<file path="src/lz4d_pkg.sv">
// Package for the LZ4 block decompressor: parser phases, codes and transaction types.
// No dependencies.
package lz4d_pkg;

    localparam logic OP_BYTE = 1'b0;
    localparam logic OP_TICK = 1'b1;

    localparam logic [2:0] ERR_NONE      = 3'd0;
    localparam logic [2:0] ERR_TRUNC     = 3'd1;
    localparam logic [2:0] ERR_LIT_OVR   = 3'd2;
    localparam logic [2:0] ERR_OFFSET    = 3'd3;
    localparam logic [2:0] ERR_MATCH_OVR = 3'd4;
    localparam logic [2:0] ERR_BYTE_MATCH = 3'd5;

    localparam logic [1:0] ST_BUSY = 2'd0;
    localparam logic [1:0] ST_OK   = 2'd1;
    localparam logic [1:0] ST_FAIL = 2'd2;

    typedef enum logic [2:0] {
        PH_TOKEN, PH_LITEXT, PH_LIT, PH_OFFLO, PH_OFFHI, PH_MEXT, PH_DISCARD
    } t_phase;

    // Back part states.
    typedef enum logic [1:0] {
        BK_IDLE, BK_READ, BK_COPY
    } t_bstate;

    typedef struct packed {
        logic [7:0] out_byte;
        logic       byte_valid;
        logic [1:0] block_status;
        logic [2:0] error_code;
        logic [31:0] bytes_produced;
        logic       match_pending;
        logic       last_of_run;
    } t_result;

    typedef struct packed {
        logic       opcode;
        logic [7:0] data_byte;
        logic       end_of_block;
    } t_item;

endpackage

</file>
<file path="src/lz4d_if.sv">
// Valid/ready stream interface carrying one transaction of type T.
// No dependencies; the payload type is a parameter.
interface lz4d_if #(parameter type T = logic) (input logic i_clk);
    logic valid;
    logic ready;
    T     data;
    modport source (output valid, output data, input ready);
    modport sink (input valid, input data, output ready);
endinterface

</file>
<file path="src/lz4d_queue.sv">
// Two-entry queue of input transactions between the front and back parts.
// Depends on lz4d_pkg and lz4d_if.
module lz4d_queue (
    input  logic i_clk,
    input  logic i_rst_n,
    lz4d_if.sink   s_in,
    lz4d_if.source m_out
);
    import lz4d_pkg::*;

    lz4d_pkg::t_item r_q [2];
    logic [1:0] r_cnt;
    logic       r_rd;
    logic       w_push, w_pop;

    assign s_in.ready  = (r_cnt != 2'd2);
    assign m_out.valid = (r_cnt != 2'd0);
    assign m_out.data  = r_q[r_rd];
    assign w_push = s_in.valid && s_in.ready;
    assign w_pop  = m_out.valid && m_out.ready;

    // Occupancy and read pointer.
    always_ff @(posedge i_clk) begin
        if (!i_rst_n) begin
            r_cnt <= 2'd0;
            r_rd  <= 1'b0;
        end else begin
            r_cnt <= r_cnt + {1'b0, w_push} - {1'b0, w_pop};
            if (w_pop) begin
                r_rd <= ~r_rd;
            end
        end
    end

    // Write at the slot after the occupied ones.
    always_ff @(posedge i_clk) begin
        if (w_push) begin
            r_q[r_rd ^ r_cnt[0]] <= s_in.data;
        end
    end
endmodule

</file>
<file path="src/flat_wrapper.sv">
// flat-port wrapper written by rule: the top's interface ports become plain ports
module lz4d_queue_flat import lz4d_pkg::*;
  (i_clk, i_rst_n, s_in_valid, s_in_data, s_in_ready, m_out_valid, m_out_data, m_out_ready);
  lz4d_if s_in_i (.i_clk(i_clk));
  lz4d_if m_out_i (.i_clk(i_clk));
  input  logic i_clk;
  input  logic i_rst_n;
  input wire logic [$bits(s_in_i.valid)-1:0] s_in_valid;
  input wire logic [$bits(s_in_i.data)-1:0] s_in_data;
  output wire logic [$bits(s_in_i.ready)-1:0] s_in_ready;
  output wire logic [$bits(m_out_i.valid)-1:0] m_out_valid;
  output wire logic [$bits(m_out_i.data)-1:0] m_out_data;
  input wire logic [$bits(m_out_i.ready)-1:0] m_out_ready;
  assign s_in_i.valid = s_in_valid;
  assign s_in_i.data = s_in_data;
  assign s_in_ready = s_in_i.ready;
  assign m_out_valid = m_out_i.valid;
  assign m_out_data = m_out_i.data;
  assign m_out_i.ready = m_out_ready;
  lz4d_queue u_core (.i_clk(i_clk), .i_rst_n(i_rst_n), .s_in(s_in_i), .m_out(m_out_i));
endmodule
</file>
<file path="config.mk">
export PLATFORM = sky130hd
export DESIGN_NAME = lz4d_queue_flat
export DESIGN_NICKNAME = d
export VERILOG_FILES = /design/src/lz4d_pkg.sv /design/src/lz4d_if.sv /design/src/lz4d_queue.sv /design/src/flat_wrapper.sv
export SDC_FILE = /design/constraint.sdc
export NUM_CORES = 1
export LEC_CHECK = 0
export ABC_AREA = 0
export BUFFER_PORTS_ARGS = -buffer_cell sky130_fd_sc_hd__buf_2
export CAP_MARGIN = 20
export CORE_AREA = 5 5 42 44
export CTS_CLUSTER_SIZE = 28
export DETAILED_ROUTE_END_ITERATION = 8
export DIE_AREA = 0 0 47 49
export HOLD_SLACK_MARGIN = 0.1
export PLACE_DENSITY_LB_ADDON = 0.12
export SLEW_MARGIN = 20
export SYNTH_ARGS = -nofsm -noshare
export SYNTH_HDL_FRONTEND = slang
export SYNTH_SLANG_ARGS = --single-unit
</file>
<file path="constraint.sdc">
create_clock -name i_clk -period 2.9 [get_ports i_clk]
set_input_delay 0.29 -clock i_clk [delete_from_list [all_inputs] [get_ports i_clk]]
set_output_delay 0.29 -clock i_clk [all_outputs]
set_load 0.02 [all_outputs]
</file>
* After elaboration in Yosys (flattened, before gate mapping)
Memory sizes are Yosys's and may differ from the RTL's. A register that Yosys moved wholly into a read port is not among the register bits.
Index checks and enable logic that the tools add are counted.
** Word-level totals
- Bits in writable memories :: 2
- Register bits :: 3
- Memories :: 1
- Logic and storage cells :: 15
** Cells by class
- Bitwise gates (word level) :: 2
- Reduce and logical (&&, ||, !) cells :: 3
- Mux-type cells :: 4
- $add $sub $neg :: 2
- Eq/ne operators :: 1
** Memories
- u_core.r_q :: depth 2, bits a word 1, read ports 1, clocked after memory_dff 1, write ports 1, line lz4d_queue.sv:11 : lz4d_pkg::t_item r_q [2];
** Operator list (count)
- 1-bit 2-to-1 mux :: 4
- 2-bit by 1-bit adder with 2-bit output :: 1
- 1-bit logical AND :: 2
- 2-bit inequality test (second input constant) :: 1
- 2-bit nonzero test :: 1
- 2-bit by 1-bit subtractor with 2-bit output :: 1
- 1-bit NOT :: 1
- 1-bit bitwise XOR :: 1

* Logic depth before layout (Yosys ltp)
- Depth in word-level cells :: 4
- Depth in mapped cells :: 6
- Depth with buffers taken out :: 6

* Worst setup path after synthesis
OpenSTA, ideal clock, no wires.
- Path type :: flip-flop to flip-flop
- Start point :: reg u_core.r_cnt[0]
- End point :: reg u_core.r_cnt[1]
- Stages on the path, launching flop included :: 7
- Setup slack :: 1.491 ns
- Arrival :: 1.347 ns
- Buffers on the path :: 0
- Data required time :: 2.838 ns
- Path through :: dfxtp_1 o21a_1 ha_1 inv_1 ha_1 xnor3_1 nor2b_2
** Between the ends
- Elaborated cells between the ends (all ways) :: 6
** RTL lines
- start: declaration :: line lz4d_queue.sv:12 : logic [1:0] r_cnt;
- start signal: assignment :: line lz4d_queue.sv:28 : r_cnt <= r_cnt + {1'b0, w_push} - {1'b0, w_pop};
- 2-bit nonzero test :: line lz4d_queue.sv:17 : assign m_out.valid = (r_cnt != 2'd0);
- 1-bit logical AND :: line lz4d_queue.sv:20 : assign w_pop = m_out.valid && m_out.ready;
- named net u_core.w_pop :: line lz4d_queue.sv:14 : logic w_push, w_pop;
- 2-bit by 1-bit subtractor with 2-bit output :: line lz4d_queue.sv:28
The timed path passes the listed nets, and every way through them passes these cells.
A chain may end at the register's enable or synchronous reset.

* Worst setup path in the final report
Ends and elaborated chain as after synthesis.

==> out/summary.txt <==
nets: 47
met2 Usage GRT: 8.37%
Critical Path AT: 1.68 ns
Via Count: 220
Final Max Tran Viols: 0
die span in y: 49 um
number of max-cap violations: 0
Layout area overhead: 24.4%
type of origin of the critical path: register
period utilization: 51.7%
reg2reg end: u_core.r_cnt[1]
CTS Hold Buffers Added: 0
core area: 1400 um2
Crit path largest cell delay: 0.43 ns
CP Buf/Inv Count: 1
die area: 2300 um2
Max-slew headroom: 84.7%
CP Capture Point: u_core.r_cnt[1]
Reg clk slew, reported paths: 0.05 ns
Starting DRT DRC Count: 0
Final HPWL DP: 451 um
Ports: 8
Syn Area/Cell: 11.4 um2
FF+latch count, synth: 6
most frequent cells in the layout: 7 x buf_2, 4 x dfxtp_1, 3 x clkbuf_4
CP Launch Point: u_core.r_cnt[0]
row count: 14
Seq/Total Area, Yosys: 44.1%
clk root buf: clkbuf_4
synth unique cells: 18
CP required: 3.09 ns
CTS tree: built
FF-to-FF path depth: 6
Max Buffers Root-to-Sink: 2
Routed Antenna Nets: 0
Resize count post-CTS: 0
Skew-Pair Late Insertion Delay: 0.24 ns
Max IR drop VDD: 0.326 mV
CP endpoint kind: register
busiest grt layer: met2
n_diodes: 0
Worst Skew: 0.00678 ns
Via density: 4.07
Post-Syn Area: 318 um2
Post-CTS Setup Bufs: 0
met1 Usage GRT: 6.22%
share of layout cells above drive strength 1: 34.2%
vias in the first global route: 237
Critical Path, Cell by Cell: o21a_1 > ha_1 > inv_1 > ha_1 > xnor3_1 > nor2b_2
die width: 47 um
Max H-tree Level: 1
Final TNS setup: 0 ns
Worst path depth: 6
FMAX: 0.667 GHz
RSZ-0062 raised after global routing: false
global-route wire length before repair: 924 um
final worst path period need: 1.50 ns
initial antenna violation count: 0
commonest non-fill, non-tap cell in the layout: buf_2
final setup fails: 0
HP Class: in2reg
CP max FO: 8
cell repeated most along the worst path: ha_1
Num Clock Sinks: 6
Placer Congestion: 0.672
CP max stage cell: dfxtp_1
largest net degree at the start of global routing: 9
I/O Buffers: 7
pwr/cell area: 939 nW/um2
slew at the pin closest to its max-slew limit: 0.228 ns
total gr overflow: 0
total wire length: 547 um
Lkg Pwr: 0.000175 uW
net count after synthesis: 35
DRC Markers: 0
Crit path max-delay family: flip-flops
Total GRT Usage: 6.08%
reg-to-reg critical path startpoint: u_core.r_cnt[0]
status: completed
worst hold slack: 0.239 ns
Gate Count Post-Synth: 28
Starting Density: 22.7%
Num CTS Buffers: 3
DR WL/cell: 10.1 um
Fin. Hold Viols: 0
Yosys warnings: 0
r2r setup slk: 1.40 ns
crit path kind: reg2reg
number of detailed-route iterations in the first pass: 1
GR Layer Usage met3: 3.32%
==> power by group <==
part	switching [uW]	internal [uW]	leakage (uW)
Clock	29.2	46.8	0.0000138
Sequential	23.7	116	0.0000517
Combinational	70.9	85.0	0.000110
Total	124	247	0.000175
==> cells by family (layout without fill, tap and decap cells) <==
kind of cell,Yosys count,in the layout,synth area share (%)
compound gates,3,3,7.09
xor+xnor,1,1,7.09
fa+ha+maj,2,2,7.87
buf+inv,2,12,2.36
flops,6,6,44.1
mux,3,3,9.84
simple gates,11,11,21.7
==> worst min-delay path by stage <==
stage                   start            end  slack, ns  depth (start not counted)
global route        s_in_data  u_core.r_q[1]       0.23                          1
finish              s_in_data  u_core.r_q[1]       0.24                          1
CTS                 s_in_data  u_core.r_q[1]       0.23                          1
global placement    s_in_data  u_core.r_q[1]       0.48                          1
detailed placement  s_in_data  u_core.r_q[0]       0.49                          1
floorplan           s_in_data  u_core.r_q[0]       0.39                          0
==> synth_stat cells, drive strengths merged <==
cell / number / area [um2]
nand2: 2 / 7.51
xnor3: 1 / 22.5
edfxtp: 2 / 60.1
ha: 2 / 25.0
nand2b: 1 / 6.26
nor3b: 1 / 7.51
mux2i: 2 / 20.0
inv: 2 / 7.51
nor2b: 2 / 15.0
and2: 2 / 12.5
or2: 1 / 6.26
o21a: 2 / 15.0
or3: 1 / 6.26
or2b: 1 / 7.51
mux2: 1 / 11.3
dfxtp: 4 / 80.1
a21boi: 1 / 7.51
==> final cells by class <==
cell class,count,area (um2)
Sequential cell,6,140
Multi-Input combinational cell,20,170
Timing Repair Buffer,7,35.0
Inverter,2,7.51
Fill cell,161,1010
Clock buffer,3,22.5
Tap cell,16,20.0
==> worst reg2reg max path, cell delays in order (launching register included) <==
cell and delay, ns:
dfxtp_1 0.43, o21a_1 0.24, ha_1 0.25, inv_1 0.06, ha_1 0.15, xnor3_1 0.22, nor2b_2 0.11
==> through the flow <==
step,total power (uW),cells,worst slack [ns],util [%],area [um2]
after global placement,299,51,1.43,26.6,373
after detailed placement,300,51,1.41,26.6,373
after floorplan,262,28,1.49,-,318
final,371,54,1.40,28.2,395
after global routing,404,54,1.27,28.2,395
after CTS,381,54,1.39,28.2,395
==> routing by layer <==
| layer | routed length, um | part of all wire (%) | up-vias |
|---|---|---|---|
| met5 | 0 | 0 | - |
| met4 | 0 | 0 | 0 |
| met3 | 32 | 5.9 | 0 |
| met2 | 274 | 50 | 4 |
| met1 | 241 | 44 | 99 |
| li1 | - | - | 117 |
Power figures use the tool's default switching activity.
